[config.mk]
export PLATFORM = sky130hd
export DESIGN_NAME = ascii_decimal_integer_parser
export DESIGN_NICKNAME = d
export VERILOG_FILES = /design/src/rtl/adip_pkg.sv /design/src/rtl/adip_step.sv /design/src/rtl/ascii_decimal_integer_parser.sv
export VERILOG_INCLUDE_DIRS = /design/src /design/src/rtl
export SDC_FILE = /design/constraint.sdc
export NUM_CORES = 1
export LEC_CHECK = 0
export ABC_CLOCK_PERIOD_IN_PS = 4500
export BUFFER_PORTS_ARGS = -buffer_cell sky130_fd_sc_hd__buf_2
export CORE_MARGIN = 3
export CORE_UTILIZATION = 28
export DETAILED_ROUTE_END_ITERATION = 16
export GPL_TIMING_DRIVEN = 1
export PLACE_DENSITY_LB_ADDON = 0.3
export SYNTH_ARGS = -nofsm -noshare
export SYNTH_HDL_FRONTEND = slang
export SYNTH_SLANG_ARGS = --single-unit
[constraint.sdc]
create_clock -name clk -period 4.5 [get_ports clk]
set_input_delay 0.225 -clock clk [delete_from_list [all_inputs] [get_ports clk]]
set_output_delay 0.225 -clock clk [all_outputs]
set_load 0.05 [all_outputs]
[src/rtl/ascii_decimal_integer_parser_assert.svh]
`ifndef ASCII_DECIMAL_INTEGER_PARSER_ASSERT_SVH
`define ASCII_DECIMAL_INTEGER_PARSER_ASSERT_SVH

// check a same-cycle implication on clk, quiet while in reset
`define ADIP_ASSERT_IMP(lbl, ante, cons, msg) \
    lbl: assert property (@(posedge clk) disable iff (!rst_n) (ante) |-> (cons)) \
        else $error(msg);

// check a next-cycle implication on clk, quiet while in reset
`define ADIP_ASSERT_NXT(lbl, ante, cons, msg) \
    lbl: assert property (@(posedge clk) disable iff (!rst_n) (ante) |=> (cons)) \
        else $error(msg);

`endif

[src/rtl/adip_pkg.sv]
package adip_pkg;

    typedef enum logic [1:0] {
        PH_SKIP   = 2'd0,
        PH_SIGN   = 2'd1,
        PH_DIGITS = 2'd2
    } phase_t;

    typedef enum logic [1:0] {
        ST_OK       = 2'd0,
        ST_NODIGITS = 2'd1,
        ST_OVERFLOW = 2'd2,
        ST_ENDED    = 2'd3
    } status_t;

    localparam logic [7:0] CH_TAB   = 8'h09;
    localparam logic [7:0] CH_LF    = 8'h0A;
    localparam logic [7:0] CH_VT    = 8'h0B;
    localparam logic [7:0] CH_CR    = 8'h0D;
    localparam logic [7:0] CH_SPACE = 8'h20;
    localparam logic [7:0] CH_PLUS  = 8'h2B;
    localparam logic [7:0] CH_MINUS = 8'h2D;
    localparam logic [7:0] CH_ZERO  = 8'h30;
    localparam logic [7:0] CH_NINE  = 8'h39;

    localparam logic [31:0] SIGNED_TENTH   = 32'd214748364;
    localparam logic [31:0] UNSIGNED_TENTH = 32'd429496729;
    localparam logic [3:0]  SIGNED_POS_LAST = 4'd7;
    localparam logic [3:0]  SIGNED_NEG_LAST = 4'd8;
    localparam logic [3:0]  UNSIGNED_LAST   = 4'd5;

    typedef struct packed {
        logic [7:0] character;
        logic       end_of_input;
    } item_t;

    typedef struct packed {
        logic [31:0] value;
        status_t     status;
        logic [7:0]  last_char;
        logic        ended_by_end;
    } result_t;

    typedef struct packed {
        phase_t      phase;
        logic        is_negative;
        logic [31:0] magnitude;
    } parse_state_t;

endpackage

[src/rtl/adip_step.sv]
module adip_step (
    input  adip_pkg::item_t        item,
    input  logic                   signed_mode,
    input  adip_pkg::parse_state_t state,
    output adip_pkg::parse_state_t state_next,
    output logic                   emit,
    output adip_pkg::result_t      result
);
    import adip_pkg::*;

    logic [7:0]  ch;
    logic        is_ws;
    logic        is_sign;
    logic        is_digit;
    logic [3:0]  digit;
    logic        in_digits;
    logic        in_skip;
    logic [31:0] n;
    logic        overflow;
    logic [31:0] accum;
    logic [31:0] final_value;
    parse_state_t cleared;

    assign ch        = item.character;
    assign is_ws     = (ch == CH_TAB) || (ch == CH_LF) || (ch == CH_VT) ||
                       (ch == CH_CR) || (ch == CH_SPACE);
    assign is_sign   = signed_mode && ((ch == CH_PLUS) || (ch == CH_MINUS));
    assign is_digit  = (ch >= CH_ZERO) && (ch <= CH_NINE);
    assign digit     = ch[3:0];
    assign in_digits = (state.phase == PH_DIGITS);
    assign in_skip   = (state.phase != PH_DIGITS) && (state.phase != PH_SIGN);
    assign n         = in_digits ? state.magnitude : 32'd0;

    always_comb
    begin
        if (signed_mode)
        begin
            overflow = (n > SIGNED_TENTH) ||
                       ((n == SIGNED_TENTH) &&
                        ((digit > SIGNED_NEG_LAST) ||
                         (!state.is_negative && (digit > SIGNED_POS_LAST))));
        end
        else
        begin
            overflow = (n > UNSIGNED_TENTH) ||
                       ((n == UNSIGNED_TENTH) && (digit > UNSIGNED_LAST));
        end
    end

    assign accum       = {n[28:0], 3'b000} + {n[30:0], 1'b0} + {28'd0, digit};
    assign final_value = state.is_negative ? (32'd0 - state.magnitude) : state.magnitude;
    assign cleared     = '{phase: PH_SKIP, is_negative: 1'b0, magnitude: 32'd0};

    always_comb
    begin
        state_next = cleared;
        if (!item.end_of_input)
        begin
            unique case (state.phase)
                PH_SIGN, PH_DIGITS:
                begin
                    if (is_digit && !overflow)
                    begin
                        state_next.phase       = PH_DIGITS;
                        state_next.is_negative = state.is_negative;
                        state_next.magnitude   = accum;
                    end
                end
                default:
                begin
                    if (is_ws)
                    begin
                        state_next = state;
                        state_next.phase = PH_SKIP;
                    end
                    else if (is_sign)
                    begin
                        state_next.phase       = PH_SIGN;
                        state_next.is_negative = (ch == CH_MINUS);
                        state_next.magnitude   = 32'd0;
                    end
                    else if (is_digit && !overflow)
                    begin
                        state_next.phase       = PH_DIGITS;
                        state_next.is_negative = state.is_negative;
                        state_next.magnitude   = accum;
                    end
                end
            endcase
        end
    end

    always_comb
    begin
        emit   = 1'b1;
        result = '{value: 32'd0, status: ST_NODIGITS, last_char: ch, ended_by_end: 1'b0};
        if (item.end_of_input)
        begin
            result.last_char    = 8'd0;
            result.ended_by_end = 1'b1;
            if (in_digits)
            begin
                result.value  = final_value;
                result.status = ST_OK;
            end
            else
            begin
                result.status = ST_ENDED;
            end
        end
        else if (in_skip && (is_ws || is_sign))
        begin
            emit = 1'b0;
        end
        else if (is_digit)
        begin
            emit          = overflow;
            result.status = ST_OVERFLOW;
        end
        else if (in_digits)
        begin
            result.value  = final_value;
            result.status = ST_OK;
        end
    end

endmodule

[src/rtl/ascii_decimal_integer_parser.sv]
// channel  | handshake             | beat
// ---------+-----------------------+------------------------------------------
// item     | item_valid/item_ready | item: character, end_of_input
// result   | result_valid/ready    | result: value, status, last_char, ended
// cfg      | cfg_valid/cfg_ready   | signed_mode
//
// One character per cycle unless results stall; item_reg -> step -> result_reg.
// The rate is set by the single digit step: one compare and one multiply by ten.
// Reset clears the parse state to the whitespace phase and sets signed mode.
// A stalled result holds the step; the item register still takes one more beat.
module ascii_decimal_integer_parser (
    input  logic              clk,
    input  logic              rst_n,
    input  logic              item_valid,
    output logic              item_ready,
    input  adip_pkg::item_t   item,
    output logic              result_valid,
    input  logic              result_ready,
    output adip_pkg::result_t result,
    input  logic              cfg_valid,
    output logic              cfg_ready,
    input  logic              signed_mode
);
    import adip_pkg::*;

    `include "ascii_decimal_integer_parser_assert.svh"

    item_t        item_reg;
    logic         item_vld_reg;
    parse_state_t state_reg;
    parse_state_t state_next;
    result_t      result_reg;
    result_t      step_result;
    logic         result_vld_reg;
    logic         signed_mode_reg;
    logic         step_emit;
    logic         advance;

    adip_step u_step (
        .item        (item_reg),
        .signed_mode (signed_mode_reg),
        .state       (state_reg),
        .state_next  (state_next),
        .emit        (step_emit),
        .result      (step_result)
    );

    assign advance      = item_vld_reg && (!result_vld_reg || result_ready);
    assign item_ready   = !item_vld_reg || advance;
    assign cfg_ready    = 1'b1;
    assign result_valid = result_vld_reg;
    assign result       = result_reg;

    always_ff @(posedge clk or negedge rst_n)
    begin
        if (!rst_n)
        begin
            item_vld_reg    <= 1'b0;
            result_vld_reg  <= 1'b0;
            signed_mode_reg <= 1'b1;
            state_reg       <= '{phase: PH_SKIP, is_negative: 1'b0, magnitude: 32'd0};
        end
        else
        begin
            if (item_valid && item_ready)
            begin
                item_vld_reg <= 1'b1;
            end
            else if (advance)
            begin
                item_vld_reg <= 1'b0;
            end
            if (advance)
            begin
                state_reg <= state_next;
            end
            if (advance && step_emit)
            begin
                result_vld_reg <= 1'b1;
            end
            else if (result_ready)
            begin
                result_vld_reg <= 1'b0;
            end
            if (cfg_valid && cfg_ready)
            begin
                signed_mode_reg <= signed_mode;
            end
        end
    end

    always_ff @(posedge clk)
    begin
        if (item_valid && item_ready)
        begin
            item_reg <= item;
        end
        if (advance && step_emit)
        begin
            result_reg <= step_result;
        end
    end

    `ADIP_ASSERT_IMP(a_fail_zero, result_valid && (result.status != ST_OK),
        result.value == 32'd0, "failed parse carries a nonzero value")
    `ADIP_ASSERT_IMP(a_end_char, result_valid && result.ended_by_end,
        result.last_char == 8'd0, "end of input result carries a character")
    `ADIP_ASSERT_IMP(a_ended_flag, result_valid && (result.status == ST_ENDED),
        result.ended_by_end, "ended status without end of input")
    `ADIP_ASSERT_NXT(a_emit_clears, advance && step_emit,
        (state_reg.phase == PH_SKIP) && (state_reg.magnitude == 32'd0),
        "parse state not cleared after a result")

endmodule

==> flow_metrics.tcl, run 1 <==
set metrics [dict create \
    gp_congestion 0.843 \
    synth-simple-area-share 0.178 \
    p_leak_nw 3.35 \
    worstMarginPinSlew_ns 1.08 \
    hold_class "in2async" \
    h-tree-depth 3 \
    root_buffer "clkbuf_16" \
    synth_top_family_by_area "compound AO/OA/AOI/OAI gates" \
    ant_nets 0 \
    synth_xor_area_frac 0.0734 \
    drive_above_1_share 0.148 \
    grt_overflow 0 \
    synth-main-ff-cell "edfxtp_1" \
    tns_ns 0 \
    cpMaxStageDelayCell "fa_1" \
    synth_edf_count 52 \
    powerDensity_mw_per_mm2 265 \
    utilization 0.323 \
    violations "hold timing" \
    seq_area_frac_synth 0.376 \
    grt_max_degree 39 \
    cp-end-kind "register" \
    clkLatencyLatePin_ns 0.35 \
    finalNetCount 795 \
    antenna_cells 0 \
    period_share 0.886 \
    worst_hold_slack_ns -0.000580 \
    portBuffers 59 \
    synth_area_mm2 0.00668 \
    postCtsHoldBufs 0 \
    first_iter_violations 326 \
    synthCells 688 \
    postSynth.asyncResetShare 0.422 \
    largest_register_ffs 43 \
    die_h_um 160 \
    avgSynthCellArea_um2 9.71 \
    hpwl_um 11800 \
    grt_pass1_wl_um 25900 \
    post_cts_resized 0 \
    die-area_mm2 0.0257 \
    max_cap_viol_count 0 \
    grt_pass1_vias 4912 \
    clock-sinks 90 \
    worst_path_most_repeated_cell "ha_1" \
    cts_tree "yes" \
    synth_compound_area_frac 0.192 \
    post_cts_buffers 0 \
    clock_skew_ns 0.00523 \
    yosysTopAreaCellShare 0.234 \
    muxShareOfSynthArea 0.00768 \
    worstPathMaxFanout 25 \
    setup_viol 0 \
    die_w_um 160 \
    status "finished, violations left" \
    worst-path-buf-inv 2 \
    cp_top_family "compound AO/OA/AOI/OAI gates" \
    synthAdderAreaFrac 0.115 \
    pin_count 61 \
    grt_setup_unrepaired "false" \
    yosysUniqueCellTypes 70 \
    yosysWarnings 0 \
    fmax_mhz 251 \
    ir_drop_mv 0.195 \
    worst_setup_path_start_kind "register" \
    max_slew_margin 0.277 \
    period_minus_slack_ns 3.98 \
    yosys-top-cells-area "edfxtp_1 (23%), dfrtp_1 (14%), ha_1 (11%), xor2_1 (4.3%), nand2_1 (3.0%)" \
    path_class "reg2reg" \
    finalHoldViolations 1 \
    grt_use_total 0.122 \
    drc 0 \
    worstPathCellList "inv_1, ha_1, buf_4, and2_1, ha_1, fa_1, a211o_1, a211oi_1, nor3_1, or3_1, a41o_1, a21oi_1, xor2_1, o31ai_1" \
    vias 5126 \
    clock_path_buffers 2 \
    first_pass_iters 5 \
    viasPerCell 4.94 \
    start_util 0.290 \
    yosysTopAreaCell "edfxtp_1" \
    core_area_mm2 0.0231 \
    wl_um 15600 \
    cpPeakStageDelay_ns 0.49 \
    cts.clk_slew.worst_paths_ns 0.07 \
    wl_per_cell_um 15.1 \
    synth_fp_nets 764 \
    cp_data_required_time_ns 4.76 \
    rows 55 \
    synth_seq_cells 90 \
    cts_buffers 9 \
    cp.arrival_ns 4.24 \
    antenna_found_initial 0 \
    syn_to_final_growth_pct 11.4 \
    maxSlewViolCount 0 \
]
-- per-stage QoR --
| stage | power, mW | std cells | instance area [um^2] | setup slack, ns |
|---|---|---|---|---|
| finish | 1.97 | 1037 | 7440 | 0.515 |
| global route | 2.05 | 1037 | 7440 | 0.164 |
| CTS | 2.00 | 1037 | 7440 | 0.471 |
| detailed placement | 1.24 | 1021 | 7150 | 0.486 |
| global placement | 1.24 | 1021 | 7150 | 0.584 |
| floorplan | 1.16 | 688 | 6680 | 0.540 |
-- final cells by class --
cell class	instances	area [um^2]
clock buffers	9	225
clock inverters	7	70.1
fillers	2365	15600
inverters	14	52.6
multi-input cells	533	3790
flip-flops and latches	90	2510
well taps	313	392
repair buffers	71	398
-- cell usage after synthesis (all sizes together) (12+ instances only) --
| library cell | number |
|---|---|
| a21o | 20 |
| a21oi | 28 |
| and2 | 32 |
| clkbuf | 44 |
| dfrtp | 37 |
| edfxtp | 52 |
| ha | 60 |
| inv | 14 |
| nand2 | 54 |
| nand3 | 12 |
| nor2 | 54 |
| nor3 | 15 |
| o21ai | 35 |
| o31ai | 27 |
| xnor2 | 23 |
| xor2 | 33 |
-- worst register-to-register path: stages (launching register included) --
cell	delay, ns
dfrtp_1	0.38
inv_1	0.06
ha_1	0.28
buf_4	0.28
and2_1	0.20
ha_1	0.28
fa_1	0.49
a211o_1	0.33
a211oi_1	0.33
nor3_1	0.13
or3_1	0.44
a41o_1	0.26
a21oi_1	0.17
xor2_1	0.08
o31ai_1	0.19
-- cell usage in the layout (no fill, tap or decap), types with 11 or more instances in the layout --
master / instances
a21o_1: 20
a21oi_1: 28
and2_1: 31
buf_2: 59
buf_4: 11
dfrtp_1: 37
edfxtp_1: 52
ha_1: 60
inv_1: 14
nand2_1: 54
nand3_1: 12
nor2_1: 54
nor3_1: 15
o21ai_0: 33
o31ai_1: 25
xnor2_1: 23
xor2_1: 33
-- power breakdown --
part           switching, mW  total [mW]  leakage [nW]  internal [mW]
combinational          0.218       0.273          2.18         0.0551
clock                  0.325       0.753         0.135          0.428
sequential            0.0194       0.947          1.04          0.928
-- logic make-up (layout without fill, tap and decap cells) --
group	Yosys count	count (layout)
adder cells (fa/ha/maj)	61	61
XOR/XNOR	56	56
AND/OR/NAND/NOR	230	230
flip-flops	90	90
AO/OA/AOI/OAI	180	180
buffers and inverters	65	101
multiplexers	5	5
other	1	1
-- layer usage --
layer	wire length, um	global-route usage
met5	0	0
met1	8010	0.178
met2	6910	0.183
met4	259	0.0418
met3	451	0.0178
-- worst paths after layout --
| kind | startpoint | end | slack (ns) | cells after the start |
|---|---|---|---|---|
| max in group asynchronous | rst_n | state_reg[32] | 3.90 | 1 |
| min | rst_n | state_reg[28] | -0.0006 | 1 |
| min reg2reg | state_reg[34] | state_reg[34] | 0.49 | 1 |
| max | state_reg[33] | state_reg[18] | 0.52 | 14 |
| min in group clk | item[3] | item_reg[3] | 0.05 | 1 |
| max reg2reg | state_reg[33] | state_reg[18] | 0.52 | 14 |
Note: power is estimated with default switching activity, not from simulation.
==> run 2, diff against run 1 <==
- CORE_MARGIN: 3 -> 2
- HOLD_SLACK_MARGIN: unset -> 0.08
==> run 2 against run 1 <==
The flow now finishes without violations. Final cell count up 1.2%. Count of clock-buffer cells in the layout increased by 1. Hold slack improved by 0.091 ns. Critical path type unchanged. Largest cell class unchanged.
==> flow_metrics.tcl, run 2 (same netlist as run 1, synthesis figures left out) <==
set metrics [dict create \
    post_cts_buffers 0 \
    hpwl_um 11900 \
    gp_congestion 0.830 \
    cp.arrival_ns 4.24 \
    grt_setup_unrepaired "false" \
    powerDensity_mw_per_mm2 278 \
    final_cells 1049 \
    clock_path_buffers 2 \
    grtUsageMet1 0.192 \
    finalNetCount 801 \
    fmax_mhz 250 \
    worstPathMaxFanout 33 \
    setup_viol 0 \
    regArea_mm2 0.00251 \
    path_class "reg2reg" \
    cts_tree "yes" \
    grt_use_total 0.128 \
    cp_data_required_time_ns 4.74 \
    antenna_found_initial 0 \
    utilization 0.322 \
    worst_slack_ns 0.497 \
    max_slew_margin 0.247 \
    most-common-layout-cells "ha_1 (60), buf_2 (59), nand2_1 (54), nor2_1 (54), edfxtp_1 (52)" \
    grt_max_degree 58 \
    multi_input_area_mm2 0.00379 \
    met3_usage 0.0106 \
    antenna_cells 0 \
    max_cap_viol_count 0 \
    grt_overflow 0 \
    cts.clk_slew.worst_paths_ns 0.07 \
    p_leak_nw 3.39 \
    root_buffer "clkbuf_16" \
    grtUsageMet2 0.194 \
    period_share 0.890 \
    drc 0 \
    wl_per_cell_um 15.3 \
    tns_ns 0 \
    clkLatencyLatePin_ns 0.34 \
    maxSlewViolCount 0 \
    worst_setup_path_start_kind "register" \
    portBuffers 59 \
    first_pass_iters 4 \
    ant_nets 0 \
    finalHoldViolations 0 \
    first_iter_violations 249 \
    rows 56 \
    worstMarginPinSlew_ns 1.13 \
    clock_skew_ns 0.0134 \
    die-area_mm2 0.0251 \
    grt_busiest_layer "met2" \
    grt_pass1_vias 4875 \
    wl_um 16100 \
    pin_count 61 \
    clock-sinks 90 \
    ir_drop_mv 0.174 \
    drive_above_1_share 0.141 \
    start_util 0.285 \
    status "finished clean" \
    largest_register_ffs 43 \
    place_inst 1023 \
    cts_buffers 9 \
    cp-end-kind "register" \
    h-tree-depth 3 \
    grt_pass1_wl_um 25700 \
    die_w_um 158 \
    die_h_um 158 \
    viasPerCell 4.92 \
    final_common_cell "ha_1" \
    core_area_mm2 0.0235 \
    hold_class "in2reg" \
    vias 5156 \
    nFillCells 2414 \
    dp_slack_ns 0.540 \
    syn_to_final_growth_pct 13.3 \
    period_minus_slack_ns 4.00 \
]
run 2: cell count changes in the layout (fill, tap and decap cells not counted):
cell / delta
clkbuf_1: +1
clkinvlp_4: -1
inv_6: +1
dlygate4sd3_1: +10
clkinv_4: -1
bufinv_16: +2
buf_4: -4
clkinv_1: -1
clkinv_2: -1
run 2: timing repair:
action / CTS / global route
setup endpoints to repair: 0 / 0
resized for setup: 0 / 0
hold endpoints to repair: 46 / 0
hold buffers: 10 / 0
run 2: worst paths after layout:
| path | from | end | slack (ns) | cells after the start |
|---|---|---|---|---|
| min reg2reg | state_reg[34] | state_reg[34] | 0.49 | 1 |
| min | item_valid | item_vld_reg | 0.09 | 2 |
| max reg2reg | state_reg[33] | state_reg[26] | 0.50 | 14 |
| min in group asynchronous | rst_n | state_reg[29] | 0.54 | 2 |
| max | state_reg[33] | state_reg[26] | 0.50 | 14 |
| max in group asynchronous | rst_n | state_reg[14] | 3.36 | 2 |
run 2: through the flow:
step / total power, mW / instance area, um^2 / hold slack, ns
2_1_floorplan: 1.16 / 6680 / -0.0706
3_3_place_gp: 1.24 / 7120 / 0.403
3_5_place_dp: 1.24 / 7120 / 0.403
4_1_cts: 2.13 / 7570 / 0.0900
5_1_grt: 2.17 / 7570 / 0.101
6_report: 2.11 / 7570 / 0.0907
run 2: layer usage:
| metal | routed length [um] | share of wire |
|---|---|---|
| met5 | 0 | 0 |
| met3 | 423 | 0.026 |
| met4 | 284 | 0.018 |
| met2 | 7060 | 0.44 |
| met1 | 8330 | 0.52 |
run 2: power by group:
group / leakage (nW) / switching [mW] / total [mW] / internal [mW]
registers: 1.04 / 0.0218 / 0.949 / 0.928
logic: 2.20 / 0.217 / 0.276 / 0.0585
clock network: 0.159 / 0.335 / 0.881 / 0.546
total: 3.39 / 0.574 / 2.11 / 1.53
run 2: worst max-delay path, cell delays in order (launching register included):
cell and delay [ns]:
dfrtp_1 0.38, inv_1 0.06, ha_1 0.24, buf_4 0.33, and2_1 0.22, ha_1 0.25, ha_1 0.41, a21oi_1 0.24
a21oi_1 0.11, or4_1 0.50, o21ai_0 0.29, a21oi_1 0.24, a311oi_1 0.35, xnor2_1 0.09, a22o_1 0.20
run 2: layout make-up:
type	count	area share
tap	319	0.0528
timing repair buffer	77	0.0618
clock inverter	6	0.0150
multi-input combinational	533	0.501
inverter	14	0.00695
clock buffer	10	0.0303
sequential	90	0.332
